<file path="src/assert_macros.svh">
// Assertion macros shared by the fourier phase factor RTL.
`ifndef ASSERT_MACROS_SVH
`define ASSERT_MACROS_SVH

// Condition that must hold at every clock edge outside reset.
`define FPF_ASSERT(lbl, cond, msg) \
    lbl: assert property (@(posedge clk) disable iff (!rst_n) (cond)) else $error(msg);

// Same-cycle implication.
`define FPF_ASSERT_IMPL(lbl, ante, cons, msg) \
    lbl: assert property (@(posedge clk) disable iff (!rst_n) (ante) |-> (cons)) \
        else $error(msg);

// Next-cycle implication.
`define FPF_ASSERT_NEXT(lbl, ante, cons, msg) \
    lbl: assert property (@(posedge clk) disable iff (!rst_n) (ante) |=> (cons)) \
        else $error(msg);

`endif

</file>
<file path="src/fpf_pkg.sv">
// Package with types and constants of the fourier phase factor block.
`default_nettype none

package fpf_pkg;

    localparam int CORDIC_STEPS = 24;
    localparam int NUM_CELLS    = (CORDIC_STEPS > 32) ? 32 : CORDIC_STEPS;
    localparam int STEP_W       = 5;

    localparam logic [29:0] TURN_SCALE  = 30'd683565276;
    localparam logic signed [31:0] CORDIC_GAIN = 32'sd652032874;
    localparam int OUT_W = 24;
    localparam logic signed [24:0] OUT_LIMIT = 25'sd4194304;

    // atan(2^-i) in turns, scaled by 2^32.
    localparam logic [31:0] ATAN_TURNS [32] = '{
        32'h20000000, 32'h12E4051E, 32'h09FB385B, 32'h051111D4,
        32'h028B0D43, 32'h0145D7E1, 32'h00A2F61E, 32'h00517C55,
        32'h0028BE53, 32'h00145F2F, 32'h000A2F98, 32'h000517CC,
        32'h00028BE6, 32'h000145F3, 32'h0000A2FA, 32'h0000517D,
        32'h000028BE, 32'h0000145F, 32'h00000A30, 32'h00000518,
        32'h0000028C, 32'h00000146, 32'h000000A3, 32'h00000051,
        32'h00000029, 32'h00000014, 32'h0000000A, 32'h00000005,
        32'h00000003, 32'h00000001, 32'h00000001, 32'h00000000
    };

    typedef struct packed {
        logic signed [31:0] wave_x;
        logic signed [31:0] wave_y;
        logic signed [31:0] wave_z;
        logic signed [31:0] pos_x;
        logic signed [31:0] pos_y;
        logic signed [31:0] pos_z;
    } item_t;

    typedef struct packed {
        logic signed [OUT_W-1:0] cos_out;
        logic signed [OUT_W-1:0] sin_out;
    } result_t;

    // Rotation state that travels down the cell chain.
    typedef struct packed {
        logic               flip;
        logic signed [31:0] x;
        logic signed [31:0] y;
        logic signed [31:0] z;
    } cell_t;

endpackage

`default_nettype wire

</file>
<file path="src/fpf_cell.sv">
// One CORDIC rotation cell of the chain.
`default_nettype none

module fpf_cell (
    input  wire logic                       clk,
    input  wire logic                       rst_n,
    input  wire logic                       en,
    input  wire logic [fpf_pkg::STEP_W-1:0] step,
    input  wire logic                       prev_valid,
    input  wire fpf_pkg::cell_t             prev_data,
    output logic                            valid,
    output fpf_pkg::cell_t                  data
);
    import fpf_pkg::*;

    logic               valid_reg;
    cell_t              data_reg;
    cell_t              data_next;
    logic signed [31:0] xs;
    logic signed [31:0] ys;
    logic signed [31:0] ang;

    always_comb
    begin
        xs  = prev_data.x >>> step;
        ys  = prev_data.y >>> step;
        ang = $signed(ATAN_TURNS[step]);
        data_next.flip = prev_data.flip;
        // Rotate toward zero residual angle.
        if (!prev_data.z[31])
        begin
            data_next.x = prev_data.x - ys;
            data_next.y = prev_data.y + xs;
            data_next.z = prev_data.z - ang;
        end
        else
        begin
            data_next.x = prev_data.x + ys;
            data_next.y = prev_data.y - xs;
            data_next.z = prev_data.z + ang;
        end
    end

    always_ff @(posedge clk or negedge rst_n)
    begin
        if (!rst_n)
        begin
            valid_reg <= 1'b0;
        end
        else if (en)
        begin
            valid_reg <= prev_valid;
        end
    end

    always_ff @(posedge clk)
    begin
        if (en)
        begin
            data_reg <= data_next;
        end
    end

    assign valid = valid_reg;
    assign data  = data_reg;

endmodule

`default_nettype wire

</file>
<file path="config.mk">
export PLATFORM = sky130hd
export DESIGN_NAME = fpf_cell
export DESIGN_NICKNAME = d
export VERILOG_FILES = /design/src/assert_macros.svh /design/src/fpf_pkg.sv /design/src/fpf_cell.sv
export SDC_FILE = /design/constraint.sdc
export NUM_CORES = 1
export LEC_CHECK = 0
export ABC_AREA = 1
export BUFFER_PORTS_ARGS = -buffer_cell sky130_fd_sc_hd__buf_2
export CAP_MARGIN = 40
export CORE_ASPECT_RATIO = 0.7
export CORE_MARGIN = 5
export CORE_UTILIZATION = 51
export CTS_CLUSTER_SIZE = 12
export DETAILED_ROUTE_END_ITERATION = 8
export HOLD_SLACK_MARGIN = 0.1
export MAX_ROUTING_LAYER = met4
export PLACE_DENSITY = 0.78
export SLEW_MARGIN = 20
export SYNTH_ARGS = -nofsm -noshare
export SYNTH_HDL_FRONTEND = slang
export SYNTH_SLANG_ARGS = --single-unit
</file>
<file path="constraint.sdc">
create_clock -name clk -period 0.8 [get_ports clk]
set_input_delay 0.12 -clock clk [delete_from_list [all_inputs] [get_ports clk]]
set_output_delay 0.12 -clock clk [all_outputs]
set_load 0.05 [all_outputs]
</file>
==> results.py, run 1 <==
metrics = {
    "timing": {
        "worst-ep-kind": "register data pin",
        "crit_endpoint": "data[29]$_DFFE_PP_/D",
    },
    "synthesis": {
        "synthTopCellsByCount": "780 x nand2_1, 336 x nand3_1, 212 x inv_1",
        "synth.distinct_cells": 51,
        "ys_async_sr_fraction_pct": 1.02,
        "avgSynthCellArea_um2": 6.19,
        "synth_edf_count": 97,
        "yosysSeqAreaShare_pct": 20.1,
        "synth.most_common_cell": "nand2_1",
        "synth_fp_nets": 2586,
        "synth_seq_cells": 98,
        "synth_area_um2": 14600,
        "netlist_instances": 2360,
        "synth.top_cell.area_share_pct": 20.0,
        "synthFlopType": "edfxtp_1",
        "yosysWarningCount": 0,
        "synth_area_leaders": "nand2_1 20%, edfxtp_1 20%, nand3_1 12%",
        "yosysTopAreaCell": "nand2_1",
    },
    "floorplanning": {
        "die_w_um": 212,
        "io_pins": 204,
        "fp.dieH_um": 152,
        "start_util_pct": 52.2,
        "placementRows": 51,
    },
    "place": {
        "place_hpwl_um": 53900,
        "io_buffer_count": 203,
        "gp_congestion": 1.09,
        "place_ws_ns": -3.83,
    },
    "run_status": {
        "status": "did not finish",
        "haltStage": "global routing (5_1_grt)",
        "error_line": "[ERROR DPL-0038] Utilization greater than 100%, impossible to legalize",
    },
    "cts": {
        "cts_made_buffers": 9,
        "htreeDepth": 3,
        "cts_num_sinks": 98,
        "max-clock-path-buffers": 2,
        "root_buffer": "clkbuf_16",
    },
    "global_route": {
        "grt_max_degree": 45,
    },
}
-- per-stage QoR --
stage / utilization, % / instances / area [µm²] / hold WS (ns)
4_1_cts: 91.9 / 3704 / 25700 / 0.0444
2_1_floorplan: - / 2360 / 15300 / -0.176
3_5_place_dp: 78.9 / 3585 / 22100 / -0.0989
3_3_place_gp: 78.9 / 3585 / 22100 / -0.106
-- repair_timing --
action | CTS
gates cloned | 10
buffers inserted | 89
endpoints found under the setup margin | 194
hold endpoints to repair | 4
resized for setup | 531
pin swaps | 163
hold buffers | 4
-- cell families after synthesis --
family	share of synthesized area, %
adders and majority gates	10.4
buffers and inverters	8.82
xor gates and xnor gates	9.23
and+or+nand+nor	40.3
muxes	0.0770
AOI/OAI and AO/OA	11.0
DFF	20.1
==> run 2: changes to the inputs <==
CORE_ASPECT_RATIO = not set   (was 0.7)
CORE_UTILIZATION = 36   (was 51)
CTS_CLUSTER_SIZE = not set   (was 12)
HOLD_SLACK_MARGIN = not set   (was 0.1)
MAX_ROUTING_LAYER = not set   (was met4)
PLACE_DENSITY = not set   (was 0.78)
PLACE_DENSITY_LB_ADDON = 0.15   (was not set)
clock period = 1.05 ns   (was 0.8 ns; I/O delays follow)
==> run 2 against run 1 <==
Net effect: the flow now finishes, with violations (negative setup slack); area after synthesis did not move; synthesized cell count did not move.
==> results.py, run 2 <==
metrics = {
    "route": {
        "postRouteAntennaNets": 0,
        "firstDrtPassIters": 5,
        "drc": 0,
        "drt_iter0_markers": 1244,
        "wire_per_inst_um": 17.5,
        "viasPerCell": 5.11,
        "route.final.wire_length_um": 67300,
        "vias": 19700,
    },
    "power_and_ir_drop": {
        "leakagePower_nw": 13.3,
        "peakVddDrop_mv": 1.42,
        "finalPower_mw": 36.0,
        "powerDensity_nw_per_um2": 1350,
    },
    "synthesis": {
        "synth_xor_area_share_pct": 9.23,
        "synth_mux_area_share_pct": 0.0770,
        "yosysTopAreaCell": "nand2_1",
        "synth_area_um2": 14600,
        "netlist_instances": 2360,
        "synth.distinct_cells": 51,
        "synth_compound_area_share_pct": 11.0,
        "synth_fp_nets": 2586,
        "synth_area_leaders": "nand2_1 20%, edfxtp_1 20%, nand3_1 12%",
        "synthAdderAreaFrac_pct": 10.4,
        "synth.top_cell.area_share_pct": 20.0,
        "yosysSeqAreaShare_pct": 20.1,
        "synthTopCellsByCount": "780 x nand2_1, 336 x nand3_1, 212 x inv_1",
        "avgSynthCellArea_um2": 6.19,
        "synthFlopType": "edfxtp_1",
        "ys_async_sr_fraction_pct": 1.02,
        "synth_top_family_by_area": "simple AND/OR/NAND/NOR gates",
        "synth_seq_cells": 98,
        "yosys.area_share.simple_pct": 40.3,
        "yosysWarningCount": 0,
        "synth_edf_count": 97,
        "synth.most_common_cell": "nand2_1",
    },
    "worst_setup_path": {
        "crit_type": "in2reg",
        "timing.critical_path.arrival_ns": 3.78,
        "cp-end-kind": "register",
        "cp-start-kind": "primary input",
        "required_ns": 1.20,
        "cp_max_fo": 6,
    },
    "layout": {
        "final_common_cell": "buf_4",
        "final_cell_mix": "753 x buf_4, 595 x nand2_1, 199 x nand3_1, 185 x inv_1, 167 x nand2_2",
        "antenna_cells": 0,
        "syn_to_final_growth_pct": 82.8,
        "nets": 3545,
        "largest_reg_flops": 97,
        "drive_above_1_share_pct": 51.7,
    },
    "global_route": {
        "grt_pass1_vias": 19400,
        "grt_pass1_wl_um": 101000,
        "grt_max_degree": 44,
        "grt.overflow.total": 0,
        "antenna_found_initial": 0,
        "grtUsageTotal_pct": 28.2,
    },
    "floorplanning": {
        "dieArea_um2": 44700,
        "fp.dieH_um": 212,
        "placementRows": 73,
        "die_w_um": 212,
        "start_util_pct": 36.6,
        "core_um2": 39900,
        "io_pins": 204,
    },
    "timing": {
        "hold_viol_final": 0,
        "skew_ns": 0,
        "slew_headroom_pct": 50.0,
        "period_minus_slack_ns": 3.63,
        "tightest_slew_ns": 0.742,
        "max_freq_mhz": 275,
        "setup-tns-final_ns": -207.13,
        "setup_violations": 194,
        "period_share_pct": 346,
        "setup_ws_ns": -2.58,
        "rsz0062_at_grt": "true",
        "slew_viol_final": 0,
        "whs_ns": 0.0535,
    },
    "cts": {
        "cts_made_buffers": 9,
        "htreeDepth": 3,
        "clk_latency_ns": 0.40,
        "path_clk_slew_ns": 0.08,
        "cts_tree": "done",
        "max-clock-path-buffers": 2,
        "root_buffer": "clkbuf_16",
        "cts_num_sinks": 98,
    },
    "run": {
        "max_cap_viol_count": 0,
    },
    "place": {
        "io_buffer_count": 203,
        "place_hpwl_um": 51700,
        "gp_congestion": 0.965,
    },
    "run_status": {
        "status": "finished, violations left",
        "violations": "negative setup slack",
    },
    "worst_hold_path": {
        "hold_class": "in2async",
    },
}
-- run 2: cell counts after synthesis --
No cell type changed its count.
-- run 2: worst paths after layout --
| path | from | endpoint | slack, ns | cells after the start |
|---|---|---|---|---|
| worst max-delay path | step[1] | data[29]$_DFFE_PP_ | -2.58 | 27 |
| worst min-delay path | rst_n | valid$_DFFE_PN0P_ | 0.05 | 2 |
| worst max register to register | valid$_DFFE_PN0P_ | valid$_DFFE_PN0P_ | 0.28 | 1 |
| worst min register to register | valid$_DFFE_PN0P_ | valid$_DFFE_PN0P_ | 0.55 | 1 |
| max in group asynchronous | rst_n | valid$_DFFE_PN0P_ | 0.92 | 2 |
| min in group clk | prev_data[0] | data[0]$_DFFE_PP_ | 0.08 | 2 |
-- run 2: kinds of logic after synthesis --
logic type      after synthesis
compound gates              287
xor+xnor                    154
fa+ha+maj                   120
buf+inv                     311
flops                        98
mux                           1
simple gates               1389
-- run 2: what timing repair did --
item | 4_1_cts | 5_1_grt
hold buffers | 3 | 0
endpoints found under the hold margin | 3 | 0
setup endpoints to repair | 194 | 194
gates resized for setup | 431 | 328
setup buffers | 87 | 38
pin swaps | 103 | 143
cloned | 9 | 1
-- run 2: routing by layer --
| metal | GRT usage, % | vias up | part of all wire [%] |
|---|---|---|---|
| met3 | 3.01 | 106 | 4.9 |
| met5 | 0 | - | 0 |
| li1 | - | 9731 | - |
| met2 | 47.3 | 549 | 48 |
| met1 | 38.4 | 9264 | 45 |
| met4 | 8.37 | 0 | 2.6 |
-- run 2: final cells by class --
type,count,area (µm²)
Multi-Input combinational cell,1951,13800
Timing Repair Buffer,1031,8150
Tap cell,525,657
Sequential cell,98,2940
Inverter,228,892
Clock buffer,10,239
Fill cell,3490,13200
Clock inverter,6,70.1
-- run 2: worst max-delay path, cell delays in order --
cell,delay [ns]
buf_12,0.12
buf_12,0.16
buf_6,0.11
ha_4,0.16
nand2_4,0.06
nand3_2,0.08
o21ai_2,0.05
o21a_1,0.19
inv_2,0.09
ha_4,0.14
nand4_1,0.16
nor2_4,0.17
nand2_4,0.09
nor2_4,0.14
nand2_4,0.08
nand2_8,0.11
xor2_4,0.10
ha_4,0.33
nand2_4,0.08
buf_6,0.13
nor4_4,0.22
nand2_1,0.09
o211ai_1,0.29
nand2_1,0.12
nand2_2,0.12
a211oi_2,0.08
xor2_1,0.14
-- run 2: power breakdown --
part / internal [mW] / switching [mW]
combinational: 11.3 / 14.7
sequential: 5.84 / 0.316
clock: 1.94 / 1.82
total: 19.1 / 16.8
-- run 2: per-stage QoR --
stage,setup slack [ns],util [%],cell area [µm²],cells
2_1_floorplan,-2.76,-,15300,2360
3_3_place_gp,-3.35,55.1,22000,3698
3_5_place_dp,-3.36,55.1,22000,3698
4_1_cts,-2.50,62.7,25000,3813
5_1_grt,-2.77,67.0,26700,3849
6_report,-2.58,67.0,26700,3849
Note: power is estimated with default switching activity, not from simulation.
